$ cat src/rtl/scanline_unfilter_rgb_alpha_macros.svh
// Assertion macros shared by the scanline unfilter RTL.
`ifndef SCANLINE_UNFILTER_RGB_ALPHA_MACROS_SVH
`define SCANLINE_UNFILTER_RGB_ALPHA_MACROS_SVH
`ifndef SYNTHESIS
// Checked while out of reset.
`define SURA_ASSERT(lbl, prop, msg) \
  lbl: assert property (@(posedge clk_i) disable iff (!rst_ni) prop) else $error(msg);
// Checked at every edge, reset included.
`define SURA_ASSERT_ANY(lbl, prop, msg) \
  lbl: assert property (@(posedge clk_i) prop) else $error(msg);
`else
`define SURA_ASSERT(lbl, prop, msg)
`define SURA_ASSERT_ANY(lbl, prop, msg)
`endif
`endif

$ cat src/rtl/sura_pkg.sv
// Types, constants and mode decode for the scanline unfilter.
package sura_pkg;

  localparam int unsigned MAX_WIDTH = 1024;
  localparam int unsigned COL_W     = $clog2(MAX_WIDTH);
  localparam int unsigned WIDTH_W   = 11;
  localparam int unsigned PIX_W     = 8;
  localparam int unsigned LANES     = 3;
  localparam int unsigned COLOUR_W  = LANES * PIX_W;

  localparam int unsigned S_TDATA_W = 32;
  localparam int unsigned S_TUSER_W = 2;
  localparam int unsigned M_TDATA_W = 40;
  localparam int unsigned M_TUSER_W = 1;

  localparam logic [WIDTH_W-1:0] WIDTH_CAP = WIDTH_W'(MAX_WIDTH);

  localparam logic [PIX_W-1:0] MODE_NONE  = 8'd0;
  localparam logic [PIX_W-1:0] MODE_SUB   = 8'd1;
  localparam logic [PIX_W-1:0] MODE_UP    = 8'd2;
  localparam logic [PIX_W-1:0] MODE_AVG   = 8'd3;
  localparam logic [PIX_W-1:0] MODE_PAETH = 8'd4;

  localparam logic [PIX_W-1:0] ALPHA_OPAQUE = 8'd255;

  typedef enum logic [2:0] {
    FILT_NONE,
    FILT_SUB,
    FILT_UP,
    FILT_AVG,
    FILT_PAETH,
    FILT_UNKNOWN
  } filt_e;

  typedef struct packed {
    filt_e filt;
    logic  col_zero;
  } pred_ctrl_t;

  function automatic filt_e decode_mode(logic [PIX_W-1:0] mode);
    filt_e f;
    f = FILT_UNKNOWN;
    if (mode == MODE_NONE)  f = FILT_NONE;
    if (mode == MODE_SUB)   f = FILT_SUB;
    if (mode == MODE_UP)    f = FILT_UP;
    if (mode == MODE_AVG)   f = FILT_AVG;
    if (mode == MODE_PAETH) f = FILT_PAETH;
    return f;
  endfunction

endpackage

$ cat src/rtl/sura_channel.sv
// One byte lane of the row predictor: none, sub, up, average and Paeth.
module sura_channel (
  input  sura_pkg::pred_ctrl_t        ctrl_i,
  input  logic [sura_pkg::PIX_W-1:0]  left_i,
  input  logic [sura_pkg::PIX_W-1:0]  up_i,
  input  logic [sura_pkg::PIX_W-1:0]  upleft_i,
  input  logic [sura_pkg::PIX_W-1:0]  resid_i,
  output logic [sura_pkg::PIX_W-1:0]  pix_o
);
  import sura_pkg::*;

  logic [PIX_W-1:0] left;
  logic [PIX_W-1:0] pred;
  logic [PIX_W-1:0] paeth_pred;
  logic [PIX_W:0]   sum_lu;
  logic signed [PIX_W+1:0] d_pa;
  logic signed [PIX_W+1:0] d_pb;
  logic signed [PIX_W+1:0] d_pc;
  logic [PIX_W+1:0] pa;
  logic [PIX_W+1:0] pb;
  logic [PIX_W+1:0] pc;

  // Left restarts at zero on column 0, except in Paeth and unknown rows
  assign left = (ctrl_i.col_zero && ctrl_i.filt != FILT_PAETH
                 && ctrl_i.filt != FILT_UNKNOWN) ? '0 : left_i;

  assign sum_lu = {1'b0, left} + {1'b0, up_i};

  // p - a = b - c, p - b = a - c, p - c = a + b - 2c
  assign d_pa = $signed({2'b00, up_i}) - $signed({2'b00, upleft_i});
  assign d_pb = $signed({2'b00, left}) - $signed({2'b00, upleft_i});
  assign d_pc = $signed({2'b00, left}) + $signed({2'b00, up_i})
              - $signed({1'b0, upleft_i, 1'b0});

  assign pa = d_pa[PIX_W+1] ? 10'(-d_pa) : 10'(d_pa);
  assign pb = d_pb[PIX_W+1] ? 10'(-d_pb) : 10'(d_pb);
  assign pc = d_pc[PIX_W+1] ? 10'(-d_pc) : 10'(d_pc);

  always_comb begin
    priority if (pa <= pb && pa <= pc) begin
      paeth_pred = left;
    end else if (pb <= pc) begin
      paeth_pred = up_i;
    end else begin
      paeth_pred = upleft_i;
    end
  end

  always_comb begin
    unique case (ctrl_i.filt)
      FILT_NONE:  pred = '0;
      FILT_SUB:   pred = left;
      FILT_UP:    pred = up_i;
      FILT_AVG:   pred = sum_lu[PIX_W:1];
      FILT_PAETH: pred = ctrl_i.col_zero ? up_i : paeth_pred;
      default:    pred = '0;
    endcase
  end

  // Unknown rows repeat the left value and drop the residual
  assign pix_o = (ctrl_i.filt == FILT_UNKNOWN) ? left : PIX_W'(pred + resid_i);

endmodule

$ cat config.mk
export PLATFORM = sky130hd
export DESIGN_NAME = sura_channel
export DESIGN_NICKNAME = d
export VERILOG_FILES = /design/src/rtl/scanline_unfilter_rgb_alpha_macros.svh /design/src/rtl/sura_pkg.sv /design/src/rtl/sura_channel.sv
export SDC_FILE = /design/constraint.sdc
export NUM_CORES = 1
export LEC_CHECK = 0
export ABC_AREA = 1
export BUFFER_PORTS_ARGS = -buffer_cell sky130_fd_sc_hd__buf_2
export CAP_MARGIN = 20
export CELL_PAD_IN_SITES_DETAIL_PLACEMENT = 0
export CELL_PAD_IN_SITES_GLOBAL_PLACEMENT = 1
export CORE_MARGIN = 1
export CORE_UTILIZATION = 39
export DETAILED_ROUTE_END_ITERATION = 8
export PLACE_DENSITY_LB_ADDON = 0.05
export RECOVER_POWER = 100
export SYNTH_ARGS = -nofsm -noshare
export SYNTH_HDL_FRONTEND = slang
export SYNTH_SLANG_ARGS = --single-unit
$ cat constraint.sdc
create_clock -name vclk -period 7.3
set_clock_uncertainty 0.2 [all_clocks]
set_input_delay 0.73 -clock vclk [all_inputs]
set_output_delay 0.73 -clock vclk [all_outputs]
set_load 0.02 [all_outputs]
== After elaboration in Yosys (flattened, before gate mapping) ==
Cells that the tools add are included.

* Flip-flop bits (word level): 0
* Bits of input ports: 36
* Output and inout port bits: 8
* Logic and storage cells: 31

* $add $sub $neg: 9
* Order comparisons: 3
* Equal/unequal tests: 7
* Multiplexer cells: 9
* Reductions and logical operators: 3

{| class="wikitable"
|+ Operator list
! cell !! number
|-
| $mux 8 || 5
|-
| $pmux 8 s4 || 1
|-
| $le 10x10->1 || 3
|-
| $mux 10 || 3
|-
| $neg 9->10 || 2
|-
| $add 8x8->9 || 2
|-
| $sub 8x8->9 || 2
|-
| $neg 10->10 || 1
|-
| $sub 9x9->10 || 1
|-
| $add 8x8->8 || 1
|-
| $eq 3x2->1 const B || 2
|-
| $eq 3x3->1 const B || 2
|-
| $ne 3x3->1 const B || 2
|-
| $eq 3x1->1 const B || 1
|-
| $logic_and 1x1->1 || 3
|}

== Depth between registers and ports, before layout ==
Gate-level depths: netlist (run 1).

* Word-level depth: 15
* Depth in mapped cells: 48
* Gate-level depth less buffers: 48

== Worst setup path after synthesis (run 1) ==
OpenSTA, ideal clock, no wires.

* Path type: input port to output port
* Start point: input ctrl_i[2] (netlist bit)
* End point: output pix_o[6] (netlist bit)
* Data arrival time: 6.386 ns
* Path slack: -0.016 ns
* Cell stages on the path: 38
* Buffers on the path: 1
* Cell sequence: inv_1 nand2_1 nand2_1 inv_1 nor2_1 inv_1 fa_1 inv_1 ha_1 nand2_1 clkinv_1 nand4_1 nand3_1 a21oi_1 xor2_1 nand3_1 o21ai_0 xor2_1 [... 2 more ...] nand3_1 nor3_4 nand2_1 nand3_2 nand2_2 buf_6 o21ai_0 a21oi_1 o21ai_1 ha_1 inv_1 fa_1 o21ai_0 a21oi_1 nor2_1 nor2_1 xor2_1 o21ai_0

* Longest elaborated chain between the ends: 15
* Elaborated cells on any way between the ends: 28
* Those cells by class: add/sub: 7; order compare: 3; eq/ne: 7; mux: 8; reduce/logical: 3

{| class="wikitable"
|+ RTL lines
! item !! line !! text
|-
| start, declared || sura_channel.sv:3 || <nowiki>input sura_pkg::pred_ctrl_t ctrl_i,</nowiki>
|-
| $ne 3x3->1 || sura_channel.sv:24 || <nowiki>assign left = (ctrl_i.col_zero && ctrl_i.filt != FILT_PAETH</nowiki>
|-
| $logic_and 1x1->1 || sura_channel.sv:24 ||
|-
| $logic_and 1x1->1 || sura_channel.sv:25 || <nowiki>&& ctrl_i.filt != FILT_UNKNOWN) ? '0 : left_i;</nowiki>
|-
| $mux 8 || sura_channel.sv:25 ||
|-
| $add 8x8->9 || sura_channel.sv:27, sura_channel.sv:32 ||
|-
| $sub 9x9->10 || sura_channel.sv:33 || <nowiki>- $signed({1'b0, upleft_i, 1'b0});</nowiki>
|-
| $neg 10->10 || sura_channel.sv:37 || <nowiki>assign pc = d_pc[PIX_W+1] ? 10'(-d_pc) : 10'(d_pc);</nowiki>
|-
| $mux 10 || sura_channel.sv:37 ||
|-
| $le 10x10->1, on equally long branches || sura_channel.sv:42, sura_channel.sv:40 ||
|-
| $mux 8 or $logic_and 1x1->1 (tied branches) || sura_channel.sv:42, sura_channel.sv:40 ||
|-
| $mux 8 || sura_channel.sv:40 || <nowiki>priority if (pa <= pb && pa <= pc) begin</nowiki>
|-
| $mux 8 || sura_channel.sv:55 || <nowiki>FILT_PAETH: pred = ctrl_i.col_zero ? up_i : paeth_pred;</nowiki>
|-
| $pmux 8 s4 || sura_channel.sv:50 || <nowiki>unique case (ctrl_i.filt)</nowiki>
|-
| $add 8x8->8 || sura_channel.sv:61 || <nowiki>assign pix_o = (ctrl_i.filt == FILT_UNKNOWN) ? left : PIX_W'(pred + resid_i);</nowiki>
|-
| $mux 8 (*) || sura_channel.sv:61 ||
|-
| end, declared || sura_channel.sv:8 || <nowiki>output logic [sura_pkg::PIX_W-1:0] pix_o</nowiki>
|}

Every way passes the cells marked *; elsewhere a longest branch is shown, timed or not.

== Worst setup path after layout (run 1) ==
Ends and elaborated chain as after synthesis.

==> results of run 1 <==
## repair_timing
item | in CTS | in global routing
resized for setup | 54 | 80
cloned | 0 | 0
endpoints found under the setup margin | 5 | 5
buffers inserted | 9 | 4
pin swaps | 45 | 70
## final cells by class
cell class | count | area, sq um
Fill cell | 978 | 3990
Multi-Input combinational cell | 490 | 3810
Timing Repair Buffer | 129 | 888
Inverter | 138 | 526
Tap cell | 129 | 161
## through the flow
stage / cell area [sq um] / utilization, % / hold WS [ns] / setup slack, ns / instances
2_1_floorplan: 3840 / - / 1.52 / 0.135 / 634
3_3_place_gp: 4710 / 50.3 / 1.62 / -0.309 / 873
3_5_place_dp: 4710 / 50.3 / 1.61 / -0.377 / 873
4_1_cts: 4990 / 53.3 / 1.62 / -0.0503 / 882
5_1_grt: 5390 / 57.5 / 1.64 / -0.346 / 886
6_report: 5390 / 57.5 / 1.62 / 0.0561 / 886
## power groups by stage
| stage | clock network, mW | logic, mW | registers [mW] |
|---|---|---|---|
| 2_1_floorplan | 0 | 0.556 | 0 |
| 3_3_place_gp | 0 | 0.808 | 0 |
| 3_5_place_dp | 0 | 0.829 | 0 |
| 4_1_cts | 0 | 0.920 | 0 |
| 5_1_grt | 0 | 1.16 | 0 |
| 6_report | 0 | 1.04 | 0 |
## synthesized netlist by cell type (3+ instances only)
| cell | instances | share of area [%] |
|---|---|---|
| inv_1 | 135 | 13 |
| nand2_1 | 124 | 12 |
| ha_1 | 69 | 23 |
| nor2_1 | 51 | 5.0 |
| a21oi_1 | 38 | 5.0 |
| nand3_1 | 37 | 4.8 |
| o21ai_0 | 28 | 3.7 |
| xor2_1 | 25 | 5.7 |
| nand4_1 | 14 | 2.3 |
| nand2_2 | 12 | 2.0 |
| fa_1 | 11 | 5.7 |
| nor3_1 | 9 | 1.2 |
| o21ai_1 | 8 | 1.0 |
| nand3_2 | 6 | 1.6 |
| a21oi_2 | 5 | 1.1 |
| a22oi_1 | 5 | 0.98 |
| xnor2_1 | 5 | 1.1 |
| o211ai_2 | 4 | 1.3 |
| a21o_1 | 3 | 0.59 |
| buf_6 | 3 | 0.88 |
| nor2_2 | 3 | 0.49 |
| o21bai_1 | 3 | 0.59 |
## routing by layer
metal	track usage, %	vias up	share of wire [%]
li1	-	2290	-
met3	0.624	18	2.0
met1	27.8	1967	43
met4	4.57	0	2.3
met2	49.0	72	53
met5	0	-	0
## worst min-delay path, cell delays in order
cell	delay, ns
buf_2	0.10
nand2_1	0.05
o21ai_0	0.05
buf_2	0.16
## path summary, 6_finish.rpt
path                       from       end  slack (ns)
worst max-delay path  ctrl_i[2]  pix_o[6]        0.06
worst min-delay path  left_i[1]  pix_o[1]        1.62
## cells by family after synthesis
group,share of synthesized area (%)
AND/OR/NAND/NOR,32.0
buffers and inverters,14.8
AO/OA/AOI/OAI,17.5
adder cells (fa/ha/maj),28.3
XOR/XNOR,7.28
other,0.196
==> run_results.csv, run 1 <==
group,metric,value,unit
timing,hold_viol,0,
timing,tightestPinTransition,1.11,ns
die,die_w,101,microns
setup_path,critical_path_class,"input pin to output port",
pwr,p_int,459,uW
setup_path,crit_path_start_kind,"input pin",
route,vias_per_cell,4.91,
timing,setup_viol_count_final,0,
timing,final_max_slew_viol_count,0,
hold_path,hold_path_depth,4,
cells_and_area,nets,875,
pwr,p_leak,2.94,nW
placed_design,place_congestion,0.869,
pwr,finalPower,1.04,mW
global_route,grt_start_max_net_pins,14,
setup_path,path_delay_family,"simple AND/OR/NAND/NOR gates",
placed_design,io_buffers,44,
die,start_util,40.9,%
cells_and_area,clkbuf_count,0,
setup_path,path_depth,42,
synthesis,ys_seq_area_share,0,%
hold_path,hp-class,"input pin to output port",
route,drt_pass1_iterations,4,
die,fp-row-count,35,
clocking,cts_hold_buf,0,
status,status,"finished, final reports clean",
global_route,antenna_found_initial,0,
die,core,9370,sq um
cells_and_area,area_growth,40.6,%
global_route,overflow,0,
pwr,seq_power_share,0,%
route,routedWlPerCell,13.9,microns
timing,worst_slew_margin_rel,25.2,%
pwr,switching_share,55.9,%
synthesis,netlist_instances,632,
pwr,p_sw,582,uW
route,drtIter0Drc,98,
die,dieArea,10200,sq um
timing,period_needed,7.24,ns
route,num_vias,4347,
synthesis,ys_types,47,
setup_path,crit_buf_inv,14,
pwr,p_per_area,193,nW/um^2
die,ios,44,
cells_and_area,seq_cells,0,
route,drt_wl_total,12.3,mm
synthesis,syn_avg_cell_area,6.06,sq um
synthesis,synth_area,3830,sq um
pwr,power_frac_comb,100.0,%
global_route,grt_pass1_wl,19.6,mm
pwr,ir_drop,0.124,mV
global_route,grt_pass1_vias,4320,
timing,fin_crit_sh,99.2,%
pwr,clock_power_share,0,%
timing,rsz0062_at_grt,"yes",
cells_and_area,final_common_cell,"inv_1",
timing,max_freq,138,MHz
route,ant_nets,0,
timing,tns,0,ns
cells_and_area,seq_area,0,sq um
die,die_h,101,microns
setup_path,crit_path_max_fanout,5,
cells_and_area,final_cell_mix,"inv_1 (119), nand2_1 (108), buf_4 (84)",
placed_design,dp.final_hpwl,10.6,mm
global_route,grtUsageTotal,24.1,%
setup_path,critical_path_arrival,6.31,ns
setup_path,cp_common_cell,"buf_4",
cells_and_area,diodes,0,
cells_and_area,drive_gt1_share,35.5,%
setup_path,critical-path-slowest-cell,"fa_1",
synthesis,synth_warnings,0,
run,maxCapViolations,0,
setup_path,cp-end-kind,"output port",
route,drc,0,
setup_path,cp.required,6.37,ns
setup_path,critical-path-max-stage-delay,0.53,ns
(Power assumes the default switching activity.)
==> inputs of run 2 (changes only) <==
--- a/config.mk
+++ b/config.mk
@@ -13,7 +13,7 @@
 export CORE_MARGIN = 1
 export CORE_UTILIZATION = 39
 export DETAILED_ROUTE_END_ITERATION = 8
-export PLACE_DENSITY_LB_ADDON = 0.05
+export PLACE_DENSITY = 0.78
 export RECOVER_POWER = 100
 export SYNTH_ARGS = -nofsm -noshare
 export SYNTH_HDL_FRONTEND = slang
==> run 2 against run 1 <==
  * Power shrank 7.6%
  * Maximum frequency grew 0.54%
  * Die area is the same
  * Critical endpoint is now pix_o[7]
  * Via count grew 0.67%
==> run_results.csv, run 2 (synthesis results as in run 1) <==
group,metric,value,unit
status,status,"finished, final reports clean",
pwr,p_sw,547,uW
hold_path,hold_path_depth,4,
cells_and_area,seq_area,0,sq um
route,vias_per_cell,4.97,
setup_path,cp-end-kind,"output port",
route,num_vias,4376,
cells_and_area,fillers,968,
cells_and_area,nets,870,
cells_and_area,clkbuf_count,0,
hold_path,hp-class,"input pin to output port",
cells_and_area,final_common_cell,"inv_1",
setup_path,crit_path_start,"ctrl_i[2]",
timing,worst_slew_margin_rel,27.0,%
clocking,cts_hold_buf,0,
pwr,p_per_area,185,nW/um^2
placed_design,io_buffers,44,
route,ant_nets,0,
pwr,p_leak,2.91,nW
pwr,seq_power_share,0,%
setup_path,critical-path-max-stage-delay,0.55,ns
timing,period_needed,7.20,ns
die,die_w,101,microns
pwr,switching_share,56.9,%
global_route,grt_pass1_wl,19.6,mm
setup_path,critical_path_class,"input pin to output port",
timing,rsz0062_at_grt,"yes",
run,maxCapViolations,0,
global_route,grt_start_max_net_pins,14,
timing,setup_viol_count_final,0,
pwr,p_int,414,uW
setup_path,critical-path-slowest-cell,"fa_1",
pwr,ir_drop,0.0818,mV
global_route,overflow,0,
hold_path,min_to,"pix_o[1]",
setup_path,critical_path_arrival,6.27,ns
timing,fin_crit_sh,98.7,%
hold_path,min-delay-start,"left_i[1]",
die,ios,44,
cells_and_area,final_cell_mix,"inv_1 (121), nand2_1 (113), buf_4 (80)",
placed_design,place_congestion,0.923,
cells_and_area,seq_cells,0,
cells_and_area,postLayoutCoreUtil,55.6,%
die,die_h,101,microns
route,drtIter0Drc,134,
cells_and_area,drive_gt1_share,31.9,%
setup_path,crit_path_start_kind,"input pin",
setup_path,cp_common_cell,"nand2_1",
pwr,clock_power_share,0,%
setup_path,crit_path_max_fanout,7,
timing,timing.hold.ws,1.67,ns
timing,hold_viol,0,
placed_design,place_ws,-0.367,ns
route,drt_pass1_iterations,4,
global_route,grtUsageTotal,24.4,%
route,drc,0,
cells_and_area,area_growth,36.0,%
cells_and_area,diodes,0,
die,core,9370,sq um
timing,tns,0,ns
die,dieArea,10200,sq um
timing,tightestPinTransition,1.09,ns
setup_path,cp.required,6.37,ns
route,routedWlPerCell,14.2,microns
die,fp-row-count,35,
route,drt_wl_total,12.5,mm
placed_design,dp.final_hpwl,10.6,mm
pwr,power_frac_comb,100.0,%
pwr,finalPower,962,uW
global_route,grt_pass1_vias,4107,
global_route,antenna_found_initial,0,
timing,max_freq,139,MHz
die,start_util,40.9,%
timing,fin_ws,0.0952,ns
timing,final_max_slew_viol_count,0,
==> run 2: cell count changes in the layout (fill, tap and decap cells not counted), moves of 3 or more <==
cell | before | now
ha_1 | 51 | 60
ha_4 | 16 | 9
nand2_2 | 23 | 17
buf_2 | 41 | 36
nand2_1 | 108 | 113
a21oi_1 | 30 | 26
buf_4 | 84 | 80
nand3_1 | 28 | 32
nand3_2 | 14 | 10
nor2_1 | 37 | 41
clkbuf_1 | 0 | 3
==> run 2: per-stage QoR <==
step	cell area (sq um)	std cells
3_3_place_gp	4650	865
5_1_grt	5210	881
4_1_cts	4810	870
3_5_place_dp	4650	865
2_1_floorplan	3840	634
6_report	5210	881
==> run 2: timing repair <==
action / in CTS / in global routing
gates resized for setup: 24 / 86
setup endpoints to repair: 4 / 5
buffers inserted: 5 / 11
pin swaps: 17 / 66
==> run 2: worst max-delay path: cells and delay by family <==
family,cells,cell delay [ns]
compound gates,4,0.50
xor+xnor,2,0.28
fa+ha+maj,4,1.41
buf+inv,11,0.74
simple gates,28,2.61
==> run 2: worst max-delay path by stage <==
stage | endpoint | slack [ns]
finish | pix_o[7] | 0.1
global route | pix_o[7] | -0.30
CTS | pix_o[7] | 0.004
detailed placement | pix_o[7] | -0.37
global placement | pix_o[7] | -0.17
floorplan | pix_o[6] | 0.14
==> run 2: area by class of cell <==
class	count	area (sq um)	share of cell area, %
multi-input cells	490	3680	70.7
repair buffers	124	840	16.1
inverters	138	528	10.1
well taps	129	161	3.10
==> run 2: routing by layer <==
layer | up-vias | share of wire [%] | GRT usage, %
met5 | - | 0 | 0
met4 | 0 | 2.9 | 6.13
met3 | 24 | 2.9 | 0.624
met2 | 103 | 51 | 46.8
met1 | 1959 | 43 | 29.8
li1 | 2290 | - | -
==> run 2: power by group through the flow <==
stage	logic, mW	registers (mW)	clock network (mW)
finish	0.962	0	0
global route	1.08	0	0
CTS	0.859	0	0
detailed placement	0.821	0	0
global placement	0.791	0	0
floorplan	0.556	0	0
